$ cat src/ptl_pkg.sv
// ---------------------------------------------------------------------------
// ptl_pkg: shared types for the pedestrian traffic light controller
// Phase codes, register index codes and fixed field widths.
// ---------------------------------------------------------------------------
package ptl_pkg;

   // fixed widths of the register data and index fields
   localparam int DUR_W   = 8;
   localparam int CSR_A_W = 2;

   // controller phases
   typedef enum logic [3:0] {
      PH_CAR_GREEN         = 4'd0,
      PH_CAR_YELLOW        = 4'd1,
      PH_CAR_RED           = 4'd2,
      PH_YELLOW_AFTER_RED  = 4'd3,
      PH_EXT_RED           = 4'd4,
      PH_YELLOW_AFTER_EXT  = 4'd5,
      PH_PED_BLINK_GREEN   = 4'd6,
      PH_PED_BLINK_YELLOW  = 4'd7,
      PH_PED_WALK          = 4'd8,
      PH_PED_FINAL_BLINK   = 4'd9
   } phase_type;

   // configuration register indexes
   typedef enum logic [CSR_A_W-1:0] {
      CSR_GREEN_TICKS = 2'd0,
      CSR_RED_TICKS   = 2'd1,
      CSR_BLINK_TICKS = 2'd2
   } csr_idx_type;

   // duration selector per phase
   typedef enum logic [1:0] {
      DUR_GREEN = 2'd0,
      DUR_RED   = 2'd1,
      DUR_BLINK = 2'd2
   } dur_sel_type;

   // lamp outputs of one response
   typedef struct packed {
      logic car_green;
      logic car_yellow;
      logic car_red;
      logic walk_green;
      logic walk_yellow;
      logic walk_red;
      logic ped_mode_lamp;
   } lamp_type;

endpackage

$ cat src/ptl_if.sv
// ---------------------------------------------------------------------------
// ptl interfaces: request, response and register write channels
// Valid/ready channels with source and sink modports.
// ---------------------------------------------------------------------------

// request channel: one time slot
interface ptl_req_if;
   logic valid;
   logic ready;
   logic second_tick;
   logic button_press;

   modport source (output valid, output second_tick, output button_press, input ready);
   modport sink   (input valid, input second_tick, input button_press, output ready);
endinterface

// response channel: lamp state after the slot
interface ptl_rsp_if;
   logic valid;
   logic ready;
   logic car_green;
   logic car_yellow;
   logic car_red;
   logic walk_green;
   logic walk_yellow;
   logic walk_red;
   logic ped_mode_lamp;

   modport source (output valid, output car_green, output car_yellow, output car_red,
                   output walk_green, output walk_yellow, output walk_red,
                   output ped_mode_lamp, input ready);
   modport sink   (input valid, input car_green, input car_yellow, input car_red,
                   input walk_green, input walk_yellow, input walk_red,
                   input ped_mode_lamp, output ready);
endinterface

// register write channel
interface ptl_csr_if;
   logic                         valid;
   logic                         ready;
   logic [ptl_pkg::CSR_A_W-1:0]  index;
   logic [ptl_pkg::DUR_W-1:0]    data;

   modport source (output valid, output index, output data, input ready);
   modport sink   (input valid, input index, input data, output ready);
endinterface

$ cat src/pedestrian_traffic_light_ctrl_top.sv
// ---------------------------------------------------------------------------
// pedestrian_traffic_light_ctrl_top: car and pedestrian lamp sequencer
// Response: registered; it appears in the cycle after its request is accepted.
// Throughput: one request per cycle while the response is taken; the phase and
// tick counter update in one pass of next-state logic, and a stalled sink holds off requests.
// Reset: synchronous, active high; phase car green, counter zero, pedestrian
// sequence idle, durations 5 seconds, response channel empty.
// ---------------------------------------------------------------------------
module pedestrian_traffic_light_ctrl_top #(
   parameter int TICK_COUNT_WIDTH = 8
) (
   input logic       clock,
   input logic       reset,
   ptl_req_if.sink   req_if,
   ptl_rsp_if.source rsp_if,
   ptl_csr_if.sink   csr_if
);

   localparam int CNT_W = TICK_COUNT_WIDTH;
   localparam int CMP_W = (CNT_W + 1 > ptl_pkg::DUR_W) ? CNT_W + 1 : ptl_pkg::DUR_W;
   localparam logic [ptl_pkg::DUR_W-1:0] DUR_RESET = ptl_pkg::DUR_W'(5);

   // state and configuration registers
   ptl_pkg::phase_type          phase_ff, phase_in;
   logic [CNT_W-1:0]            ticks_ff, ticks_in;
   logic                        busy_ff, busy_in;
   logic                        latch_ff, latch_in;
   logic [ptl_pkg::DUR_W-1:0]   green_ff, red_ff, blink_ff;
   logic                        rsp_valid_ff, rsp_valid_in;
   ptl_pkg::lamp_type           lamp_ff, lamp_in;

   logic                        req_accept;
   logic                        started;
   logic [CNT_W:0]              tick_next;
   logic [ptl_pkg::DUR_W-1:0]   dur;
   ptl_pkg::phase_type          phase_after;
   logic                        blink;

   // phase order of the sequence
   function automatic ptl_pkg::phase_type next_phase(input ptl_pkg::phase_type p);
      ptl_pkg::phase_type r;
      unique case (p)
         ptl_pkg::PH_CAR_GREEN:        r = ptl_pkg::PH_CAR_YELLOW;
         ptl_pkg::PH_CAR_YELLOW:       r = ptl_pkg::PH_CAR_RED;
         ptl_pkg::PH_CAR_RED:          r = ptl_pkg::PH_YELLOW_AFTER_RED;
         ptl_pkg::PH_EXT_RED:          r = ptl_pkg::PH_YELLOW_AFTER_EXT;
         ptl_pkg::PH_PED_BLINK_GREEN:  r = ptl_pkg::PH_PED_WALK;
         ptl_pkg::PH_PED_BLINK_YELLOW: r = ptl_pkg::PH_PED_WALK;
         ptl_pkg::PH_PED_WALK:         r = ptl_pkg::PH_PED_FINAL_BLINK;
         default:                      r = ptl_pkg::PH_CAR_GREEN;
      endcase
      return r;
   endfunction

   // which duration register times each phase
   function automatic ptl_pkg::dur_sel_type dur_sel(input ptl_pkg::phase_type p);
      ptl_pkg::dur_sel_type r;
      unique case (p)
         ptl_pkg::PH_CAR_GREEN: r = ptl_pkg::DUR_GREEN;
         ptl_pkg::PH_CAR_RED,
         ptl_pkg::PH_EXT_RED,
         ptl_pkg::PH_PED_WALK:  r = ptl_pkg::DUR_RED;
         default:               r = ptl_pkg::DUR_BLINK;
      endcase
      return r;
   endfunction

   // handshakes
   assign req_accept    = req_if.valid && req_if.ready;
   assign req_if.ready  = !rsp_valid_ff || rsp_if.ready;
   assign csr_if.ready  = 1'b1;

   // duration of the current phase
   always_comb begin
      unique case (dur_sel(phase_ff))
         ptl_pkg::DUR_GREEN: dur = green_ff;
         ptl_pkg::DUR_RED:   dur = red_ff;
         default:            dur = blink_ff;
      endcase
   end

   assign tick_next   = {1'b0, ticks_ff} + (CNT_W + 1)'(1);
   assign phase_after = next_phase(phase_ff);

   // next state: button press first, then the second tick
   always_comb begin
      phase_in = phase_ff;
      ticks_in = ticks_ff;
      busy_in  = busy_ff;
      latch_in = latch_ff;
      started  = 1'b0;

      if (req_if.button_press && !busy_ff) begin
         unique case (phase_ff) inside
            ptl_pkg::PH_CAR_RED: begin
               phase_in = ptl_pkg::PH_EXT_RED;
               ticks_in = '0;
               busy_in  = 1'b1;
               started  = 1'b1;
            end
            ptl_pkg::PH_CAR_GREEN: begin
               phase_in = ptl_pkg::PH_PED_BLINK_GREEN;
               ticks_in = '0;
               busy_in  = 1'b1;
               latch_in = 1'b1;
               started  = 1'b1;
            end
            ptl_pkg::PH_CAR_YELLOW, ptl_pkg::PH_YELLOW_AFTER_RED: begin
               phase_in = ptl_pkg::PH_PED_BLINK_YELLOW;
               ticks_in = '0;
               busy_in  = 1'b1;
               latch_in = 1'b1;
               started  = 1'b1;
            end
            default: begin
            end
         endcase
      end

      if (req_if.second_tick && !started) begin
         // phase ends at its duration or when the counter would wrap
         if (tick_next[CNT_W] || (CMP_W'(tick_next) >= CMP_W'(dur))) begin
            phase_in = phase_after;
            ticks_in = '0;
            if (phase_after == ptl_pkg::PH_CAR_GREEN) begin
               busy_in  = 1'b0;
               latch_in = 1'b0;
            end
         end else begin
            ticks_in = tick_next[CNT_W-1:0];
         end
      end
   end

   // lamp map of the new state, blinking lamps on at even counts
   assign blink = !ticks_in[0];

   always_comb begin
      lamp_in = '0;
      lamp_in.ped_mode_lamp = latch_in;
      unique case (phase_in)
         ptl_pkg::PH_CAR_GREEN: begin
            lamp_in.car_green = 1'b1;
            lamp_in.walk_red  = 1'b1;
         end
         ptl_pkg::PH_CAR_YELLOW: begin
            lamp_in.car_yellow = blink;
            lamp_in.walk_red   = 1'b1;
         end
         ptl_pkg::PH_CAR_RED, ptl_pkg::PH_EXT_RED, ptl_pkg::PH_PED_WALK: begin
            lamp_in.car_red    = 1'b1;
            lamp_in.walk_green = 1'b1;
         end
         ptl_pkg::PH_YELLOW_AFTER_RED, ptl_pkg::PH_YELLOW_AFTER_EXT: begin
            lamp_in.car_yellow = blink;
            lamp_in.walk_green = 1'b1;
         end
         ptl_pkg::PH_PED_BLINK_GREEN: begin
            lamp_in.car_green   = 1'b1;
            lamp_in.car_yellow  = blink;
            lamp_in.walk_yellow = blink;
            lamp_in.walk_red    = 1'b1;
         end
         ptl_pkg::PH_PED_BLINK_YELLOW: begin
            lamp_in.car_yellow  = blink;
            lamp_in.walk_yellow = blink;
            lamp_in.walk_red    = 1'b1;
         end
         default: begin
            lamp_in.car_yellow  = blink;
            lamp_in.walk_yellow = blink;
            lamp_in.walk_green  = 1'b1;
         end
      endcase
   end

   // response valid: set by a request, cleared when taken
   always_comb begin
      rsp_valid_in = rsp_valid_ff;
      if (req_accept) begin
         rsp_valid_in = 1'b1;
      end else if (rsp_if.ready) begin
         rsp_valid_in = 1'b0;
      end
   end

   // control and configuration registers
   always_ff @(posedge clock) begin
      if (reset) begin
         phase_ff     <= ptl_pkg::PH_CAR_GREEN;
         ticks_ff     <= '0;
         busy_ff      <= 1'b0;
         latch_ff     <= 1'b0;
         green_ff     <= DUR_RESET;
         red_ff       <= DUR_RESET;
         blink_ff     <= DUR_RESET;
         rsp_valid_ff <= 1'b0;
      end else begin
         rsp_valid_ff <= rsp_valid_in;
         if (req_accept) begin
            phase_ff <= phase_in;
            ticks_ff <= ticks_in;
            busy_ff  <= busy_in;
            latch_ff <= latch_in;
         end
         if (csr_if.valid && csr_if.ready) begin
            unique case (csr_if.index)
               ptl_pkg::CSR_GREEN_TICKS: green_ff <= csr_if.data;
               ptl_pkg::CSR_RED_TICKS:   red_ff   <= csr_if.data;
               ptl_pkg::CSR_BLINK_TICKS: blink_ff <= csr_if.data;
               default: begin
               end
            endcase
         end
      end
   end

   // response payload register
   always_ff @(posedge clock) begin
      if (req_accept) begin
         lamp_ff <= lamp_in;
      end
   end

   assign rsp_if.valid         = rsp_valid_ff;
   assign rsp_if.car_green     = lamp_ff.car_green;
   assign rsp_if.car_yellow    = lamp_ff.car_yellow;
   assign rsp_if.car_red       = lamp_ff.car_red;
   assign rsp_if.walk_green    = lamp_ff.walk_green;
   assign rsp_if.walk_yellow   = lamp_ff.walk_yellow;
   assign rsp_if.walk_red      = lamp_ff.walk_red;
   assign rsp_if.ped_mode_lamp = lamp_ff.ped_mode_lamp;

endmodule

$ cat src/flat_wrapper.sv
// flat-port wrapper written by rule: the top's interface ports become plain ports
module pedestrian_traffic_light_ctrl_top_flat 
#(
   parameter int TICK_COUNT_WIDTH = 8
)
  (clock, reset, req_if_valid, req_if_second_tick, req_if_button_press, req_if_ready, rsp_if_valid, rsp_if_car_green, rsp_if_car_yellow, rsp_if_car_red, rsp_if_walk_green, rsp_if_walk_yellow, rsp_if_walk_red, rsp_if_ped_mode_lamp, rsp_if_ready, csr_if_valid, csr_if_index, csr_if_data, csr_if_ready);
  ptl_req_if req_if_i ();
  ptl_rsp_if rsp_if_i ();
  ptl_csr_if csr_if_i ();
  input logic clock;
  input logic reset;
  input wire logic [$bits(req_if_i.valid)-1:0] req_if_valid;
  input wire logic [$bits(req_if_i.second_tick)-1:0] req_if_second_tick;
  input wire logic [$bits(req_if_i.button_press)-1:0] req_if_button_press;
  output wire logic [$bits(req_if_i.ready)-1:0] req_if_ready;
  output wire logic [$bits(rsp_if_i.valid)-1:0] rsp_if_valid;
  output wire logic [$bits(rsp_if_i.car_green)-1:0] rsp_if_car_green;
  output wire logic [$bits(rsp_if_i.car_yellow)-1:0] rsp_if_car_yellow;
  output wire logic [$bits(rsp_if_i.car_red)-1:0] rsp_if_car_red;
  output wire logic [$bits(rsp_if_i.walk_green)-1:0] rsp_if_walk_green;
  output wire logic [$bits(rsp_if_i.walk_yellow)-1:0] rsp_if_walk_yellow;
  output wire logic [$bits(rsp_if_i.walk_red)-1:0] rsp_if_walk_red;
  output wire logic [$bits(rsp_if_i.ped_mode_lamp)-1:0] rsp_if_ped_mode_lamp;
  input wire logic [$bits(rsp_if_i.ready)-1:0] rsp_if_ready;
  input wire logic [$bits(csr_if_i.valid)-1:0] csr_if_valid;
  input wire logic [$bits(csr_if_i.index)-1:0] csr_if_index;
  input wire logic [$bits(csr_if_i.data)-1:0] csr_if_data;
  output wire logic [$bits(csr_if_i.ready)-1:0] csr_if_ready;
  assign req_if_i.valid = req_if_valid;
  assign req_if_i.second_tick = req_if_second_tick;
  assign req_if_i.button_press = req_if_button_press;
  assign req_if_ready = req_if_i.ready;
  assign rsp_if_valid = rsp_if_i.valid;
  assign rsp_if_car_green = rsp_if_i.car_green;
  assign rsp_if_car_yellow = rsp_if_i.car_yellow;
  assign rsp_if_car_red = rsp_if_i.car_red;
  assign rsp_if_walk_green = rsp_if_i.walk_green;
  assign rsp_if_walk_yellow = rsp_if_i.walk_yellow;
  assign rsp_if_walk_red = rsp_if_i.walk_red;
  assign rsp_if_ped_mode_lamp = rsp_if_i.ped_mode_lamp;
  assign rsp_if_i.ready = rsp_if_ready;
  assign csr_if_i.valid = csr_if_valid;
  assign csr_if_i.index = csr_if_index;
  assign csr_if_i.data = csr_if_data;
  assign csr_if_ready = csr_if_i.ready;
  pedestrian_traffic_light_ctrl_top #(.TICK_COUNT_WIDTH(TICK_COUNT_WIDTH)) u_core (.clock(clock), .reset(reset), .req_if(req_if_i), .rsp_if(rsp_if_i), .csr_if(csr_if_i));
endmodule
$ cat config.mk
export PLATFORM = sky130hd
export DESIGN_NAME = pedestrian_traffic_light_ctrl_top_flat
export DESIGN_NICKNAME = d
export VERILOG_FILES = /design/src/ptl_pkg.sv /design/src/ptl_if.sv /design/src/pedestrian_traffic_light_ctrl_top.sv /design/src/flat_wrapper.sv
export SDC_FILE = /design/constraint.sdc
export NUM_CORES = 1
export LEC_CHECK = 0
export BUFFER_PORTS_ARGS = -buffer_cell sky130_fd_sc_hd__buf_2
export CAP_MARGIN = 25
export CORE_MARGIN = 3
export CORE_UTILIZATION = 58
export DETAILED_ROUTE_END_ITERATION = 6
export GPL_TIMING_DRIVEN = 1
export PLACE_DENSITY = 0.79
export SLEW_MARGIN = 20
export SYNTH_ARGS = -nofsm -noshare
export SYNTH_HDL_FRONTEND = slang
export SYNTH_SLANG_ARGS = --single-unit
$ cat constraint.sdc
create_clock -name clock -period 3.8 [get_ports clock]
set_clock_uncertainty 0.15 [all_clocks]
set_input_delay 0.57 -clock clock [delete_from_list [all_inputs] [get_ports clock]]
set_output_delay 0.57 -clock clock [all_outputs]
set_load 0.02 [all_outputs]
Word-level counts from Yosys, hierarchy flattened
Index checks and enable logic that the tools add are counted.
{"block": "word_totals", "regBits": 46, "out_inout_bits": 10}
{"block": "op_classes", "addsub": 1, "order_cmp": 1, "n_eq_ne": 18, "n_mux": 29, "reduce_logical": 31}
{"cell": "$mux 8", "count": 4}
{"cell": "$eq 4x3->1 const B", "count": 7}
{"cell": "$pmux 4 s6", "count": 1}
{"cell": "$mux 1", "count": 18}
{"cell": "$eq 4x2->1 const B", "count": 4}
{"cell": "$pmux 8 s2", "count": 1}
{"cell": "$logic_not 4->1", "count": 3}
{"cell": "$mux 4", "count": 3}
{"cell": "$pmux 4 s3", "count": 1}
{"cell": "$reduce_or 4->1", "count": 3}
{"cell": "$add 8x1->9 const B", "count": 1}
{"cell": "$ge 9x8->1", "count": 1}
{"cell": "$reduce_or 3->1", "count": 3}
{"cell": "$eq 4x1->1 const B", "count": 2}
{"cell": "$eq 4x4->1 const B", "count": 2}
{"cell": "$reduce_or 7->1", "count": 1}
{"cell": "$reduce_and 2->1", "count": 3}
{"cell": "$reduce_bool 2->1", "count": 3}
{"cell": "$reduce_or 2->1", "count": 3}
{"cell": "$eq 2x1->1 const B", "count": 2}
{"cell": "$logic_not 1->1", "count": 4}
{"cell": "$logic_not 2->1", "count": 2}
{"cell": "$pmux 2 s2", "count": 1}
{"cell": "$logic_and 1x1->1", "count": 3}
{"cell": "3 further kinds", "count": 4}

Depth between registers and ports, before layout
{"block": "depth", "word_depth": 12, "depth_mapped": 17, "depth_no_buf": 14}

Worst setup path before layout
OpenSTA, ideal clock, no wires.
{"block": "synth_timing", "path_type": "register to register", "from": "reg u_core.phase_ff[2]", "to": "reg u_core.lamp_ff (netlist bit u_core.rsp_if.car_green) (data pin)", "setup_time_ps": 255, "t_arrival_ps": 2964, "setup_slack_ps": 431, "stages_incl_launch_ff": 16, "n_path_buf": 2, "synth_period_minus_slack_ps": 3369, "cell_sequence": "dfxtp_1 -> buf_6 -> or2_2 -> a21oi_1 -> nor2b_1 -> buf_2 -> nor2_2 -> a21oi_1 -> ha_1 -> nand2_1 -> o21ai_0 -> a31oi_2 -> a21oi_2 -> mux2i_2 -> xor2_1 -> and3_1"}
{"element": "start: declaration", "line_no": "pedestrian_traffic_light_ctrl_top.sv:24", "rtl": "ptl_pkg::phase_type phase_ff, phase_in;"}
{"element": "start signal: assignment", "line_no": "pedestrian_traffic_light_ctrl_top.sv:190", "rtl": "phase_ff <= ptl_pkg::PH_CAR_GREEN;"}
{"element": "start signal: assignment", "line_no": "pedestrian_traffic_light_ctrl_top.sv:201", "rtl": "phase_ff <= phase_in;"}
{"element": "end signal: assignment", "line_no": "pedestrian_traffic_light_ctrl_top.sv:221", "rtl": "lamp_ff <= lamp_in;"}
{"element": "end: declaration", "line_no": "pedestrian_traffic_light_ctrl_top.sv:30", "rtl": "ptl_pkg::lamp_type lamp_ff, lamp_in;"}

Worst setup path after layout
{"block": "layout_timing", "from": "reg u_core.phase_ff[1]", "to": "reg u_core.lamp_ff (netlist bit u_core.rsp_if.car_yellow) (data pin)"}
{"block": "layout_between", "elab_chain_cells": 11, "word_cells_on_any_way": 37}
{"element": "$eq 4x3->1, or another cell as far along", "line_no": "pedestrian_traffic_light_ctrl_top.sv:42, pedestrian_traffic_light_ctrl_top.sv:58"}
{"element": "$reduce_or 3->1", "line_no": "pedestrian_traffic_light_ctrl_top.sv:58", "rtl": "unique case (p)"}
{"element": "$pmux 2 s2", "line_no": "pedestrian_traffic_light_ctrl_top.sv:58"}
{"element": "$eq 2x1->1 or $logic_not 2->1 (tied branches)", "line_no": "pedestrian_traffic_light_ctrl_top.sv:75", "rtl": "unique case (dur_sel(phase_ff))"}
{"element": "$pmux 8 s2", "line_no": "pedestrian_traffic_light_ctrl_top.sv:75"}
{"element": "$ge 9x8->1", "line_no": "pedestrian_traffic_light_ctrl_top.sv:122", "rtl": "if (tick_next[CNT_W] || (CMP_W'(tick_next) >= CMP_W'(dur))) begin"}
{"element": "$logic_or 1x1->1", "line_no": "pedestrian_traffic_light_ctrl_top.sv:122"}
{"element": "$mux 4", "line_no": "pedestrian_traffic_light_ctrl_top.sv:122"}
{"element": "$mux 4", "line_no": "pedestrian_traffic_light_ctrl_top.sv:120", "rtl": "if (req_if.second_tick && !started) begin"}
{"element": "$eq 4x2->1, or another cell as far along", "line_no": "pedestrian_traffic_light_ctrl_top.sv:141", "rtl": "unique case (phase_in)"}
{"element": "$reduce_or 4->1 (no source line)"}
Parallel ways exist; a longest one is shown, timed or not. The select of a mux whose other input is x is not followed.
A chain may end at the register's enable or synchronous reset.

==> run summary <==
TritonCTS built the clock tree. The setup slack on the worst flop-to-flop path came out at 0.27 ns. The first global-routing pass estimated 8.404 mm of wire. The final weighted congestion of routability-driven global placement is 0.8133.

The die is between 70 and 80 um wide. The mean cell area of the mapped netlist is a little under 9 sq um. The number of cells on the worst reg-to-reg path is 14. The cell with the most instances on the worst path is sky130_fd_sc_hd__a21oi_1.

Sequential elements use between 40% and 50% of the synthesized area. The required time of the worst setup path came out at around 3.7 ns. The post-placement cell area is between 2000 and 3000 sq um. The number of vias after detailed routing came out at roughly 2000. The worst-margin pin slew came out at ~0.84 ns. The power density normalized to cell area is 409.7 nW/um^2. The largest net degree at the start of global routing is 39.

Registers take ~990 sq um. 27 I/O pins were placed. The critical path's largest stage delay came out at roughly 0.37 ns.

The largest driver fanout on the critical path is 9. The met2 layer usage reported by global route came out at a little over a third. Broken down by cell family, the worst path's largest delay share belongs to compound AO/OA/AOI/OAI gates. The first detailed-routing pass ran for 4 iterations.

Compared with the post-synthesis result, the final layout area differs by 11.39%. The critical path goes through or2_2 -> a21oi_2 -> nor2b_1 -> buf_4 -> a22o_1 -> a21oi_1 -> ha_1 -> a21oi_1 -> o21ai_1 -> a31oi_2 -> a21oi_4 -> buf_4 -> o21ai_0 -> a21oi_1. The initial core utilization came out at a little over three fifths. The worst hold path stage count is 1. The count of synthesis-stage warnings from yosys is 0.

The run finished with clean final reports. The number of nets in the layout is 323. For this design, the slowest cell found on the critical path is sky130_fd_sc_hd__dfxtp_1.

Counting flops with an async set or reset pin after synthesis yields a share of 0%. The worst setup path is launched from a flip-flop. The maximum number of buffers from clock root to sink is 2.

The sum of buffers and inverters on the critical path came out at 2. The number of antenna diodes in the final layout is 0. The number of global-route vias before repair came to ~1900. The count of unique library cells instantiated by Yosys came out at just over 50. The headroom to the max-slew limit came out at between 40% and 50%. The number of buffers inserted by port buffering is 25.

The worst hold path belongs to the class reg2reg. The clock reaches the later pin of the worst-skew pair after approximately 0.3 ns. In the final layout, the share of cells above drive strength 1 is around 18%. The post-synthesis sequential element count is 46.

For hold timing, the worst endpoint is u_core.blink_ff[0]. The final setup violation count came out at 0. The overall fraction of global-route tracks in use came out at 20.69%. The worst hold path begins at u_core.blink_ff[0]. The number of vias per cell is 5.772. The antenna violation net count after detailed routing is 0. The final design instance area without fill is 2705 sq um. The y dimension of the die is 70.71 um.

The number of hold violations in the final report is 0. Synthesis produced a netlist with a net count of a little under 300. For this run, global-route usage on met3 was measured as under 10%. The per-cell routed wire length came out at about 15 um. The clock input transition at the sequential cells of the worst setup and hold paths came out at ~0.080 ns. The placeable core region came out at approximately 3900 sq um.

The synthesized area came out at 2429 sq um. The post-route fraction of the period consumed by the critical path is between 90% and 100%. The data arrival at the endpoint of the critical path came out at about 3.4 ns.

The source of the worst register-to-register timing path is u_core.phase_ff[1]. The HPWL reported at the end of detailed placement came out at roughly 3.6 mm. Setup repair after global routing left no endpoint under its margin. The multi-input combinational cells in the finished layout cover a total of around 1400 sq um. The floorplan step defined a die boundary enclosing between 4000 and 5000 sq um.

For this run, the leading register cell type out of synthesis is sky130_fd_sc_hd__dfxtp_1. After filler insertion, the fill cell instance count of the layout stands at between 300 and 400. The number of sinks on the clock net is 46. The total CTS buffers is 5.

The worst register-to-register path ends at u_core.rsp_if.car_yellow. The tree is rooted in a sky130_fd_sc_hd__clkbuf_8. In the global route stage, met1 resource usage came out at about a quarter. The post-layout total power is 1.108 mW. The post-route minimum period came out at between 3 and 4 ns. The total overflow left after global routing is 0. The detailed-route wire length is slightly above 5 mm. The final worst hold slack is between 0.3 and 0.4 ns. The total count of max-transition violations in the final report came out at 0. Counting flops with a built-in enable in the synthesized netlist gives 7. The number of max-cap violations is 0.

STA classifies the critical path endpoint as a flip-flop. CTS built an H-tree with a depth of 2. The number of post-CTS setup repair buffers is 0. The global-route layer with the greatest usage is met2.

The number of antenna violations at the first check in global routing came to 0. The number of rows in the core area came out at 22. The number of instances in the synthesized netlist is approximately 270. The setup TNS came out at 0 ns. The critical path is of the reg2reg type. The number of DRC markers after the initial detailed-route iteration is between 150 and 200. The number of gates resized after cts came out at 0. The largest vdd supply drop came out at ~0.30 mV.

After detailed routing, the number of remaining DRC violations is 0. The maximum frequency from static timing analysis is roughly 0.28 GHz. The leakage dissipation is 1.165 nW.

The number of buffers inserted by hold repair at cts came out at 0.
Yosys cell counts (all sizes together) (3+ instances only):
library cell / count / area [sq um]
o21ai: 10 / 50.05
a21oi: 29 / 160.2
nand3: 4 / 20.02
a211o: 6 / 52.55
nor2b: 4 / 25.02
buf: 9 / 52.54
nor2: 44 / 167.7
nor3b: 4 / 35.03
and3: 4 / 30.03
ha: 9 / 112.6
nand2: 19 / 73.82
a22o: 7 / 61.31
edfxtp: 7 / 210.2
a22oi: 3 / 22.52
mux2i: 21 / 214.0
nor3: 4 / 20.02
nand3b: 3 / 22.52
xor2: 4 / 35.03
clkbuf: 6 / 22.52
nand2b: 6 / 37.54
dfxtp: 39 / 780.8
xnor2: 4 / 35.03
inv: 6 / 22.52
cell type report:
class,count,area share [%]
inverters,6,0.8326
clock inverters,2,0.5088
clock buffers,6,2.683
multi-input cells,205,50.28
repair buffers,33,6.846
flip-flops and latches,46,36.63
well taps,48,2.220
per-layer routing:
| layer | vias to the layer above | wire length [um] | part of all wire (%) |
|---|---|---|---|
| met4 | 0 | 47 | 0.94 |
| met5 | - | 0 | 0 |
| met1 | 928 | 2258 | 45 |
| met3 | 6 | 262 | 5.2 |
| met2 | 49 | 2457 | 49 |
| li1 | 1014 | - | - |
logic make-up after synthesis:
logic type / after synthesis / share of synthesized area, %
AOI/OAI and AO/OA: 65 / 17.83
DFF: 46 / 40.80
buffers and inverters: 21 / 4.018
other: 1 / 0.1544
xor gates and xnor gates: 8 / 2.885
muxes: 21 / 8.810
and+or+nand+nor: 101 / 20.87
adders and majority gates: 9 / 4.637
sequential cells by signal, summed over array words and instances, names as in the netlist:
signal / cells
u_core.rsp_if.car_red: 1
u_core.blink_ff: 8
u_core.rsp_if.walk_green: 1
u_core.busy_ff: 1
u_core.rsp_if.car_green: 1
u_core.red_ff: 8
u_core.latch_ff: 1
u_core.phase_ff: 4
u_core.rsp_if.car_yellow: 1
u_core.rsp_if.walk_red: 1
u_core.rsp_if.walk_yellow: 1
u_core.green_ff: 8
u_core.ticks_ff: 8
u_core.rsp_if.ped_mode_lamp: 1
u_core.rsp_if.valid: 1
cell usage in the layout (no fill, tap or decap), drive strengths merged, types with 3 or more instances in the layout:
cell type	instances
nand3	4
a21oi	29
a22o	7
inv	6
edfxtp	7
xnor2	4
buf	33
nor2	44
a211o	6
ha	9
xor2	4
nand2b	6
nor2b	4
o21ai	10
a22oi	3
mux2i	21
clkbuf	6
nor3b	4
nand3b	3
nor3	4
dfxtp	39
nand2	19
and3	4
per-stage QoR:
step                setup WS (ns)  util, %  std cells
detailed placement         0.1414    67.44        338
CTS                       0.09884    69.68        346
global placement           0.2667    67.44        338
floorplan                  0.4308        -        272
global route              0.06632    70.19        346
finish                     0.2701    70.19        346
worst max-delay path by stage:
stage | from | end | slack, ns | depth (start not counted)
CTS | u_core.phase_ff[1] | u_core.rsp_if.car_green | 0.1 | 15
detailed placement | u_core.phase_ff[1] | u_core.rsp_if.car_green | 0.14 | 15
global route | u_core.phase_ff[1] | u_core.rsp_if.car_green | 0.07 | 15
finish | u_core.phase_ff[1] | u_core.rsp_if.car_yellow | 0.27 | 14
global placement | u_core.phase_ff[1] | u_core.rsp_if.car_green | 0.27 | 15
floorplan | u_core.phase_ff[2] | u_core.rsp_if.car_green | 0.43 | 15
power breakdown:
part / internal, mW / switching, mW / leakage [nW]
clock: 0.130 / 0.161 / 0.0452
combinational: 0.108 / 0.161 / 0.733
sequential: 0.531 / 0.0175 / 0.387
total: 0.769 / 0.340 / 1.17
No activity file was read; power rests on OpenSTA's default activity.
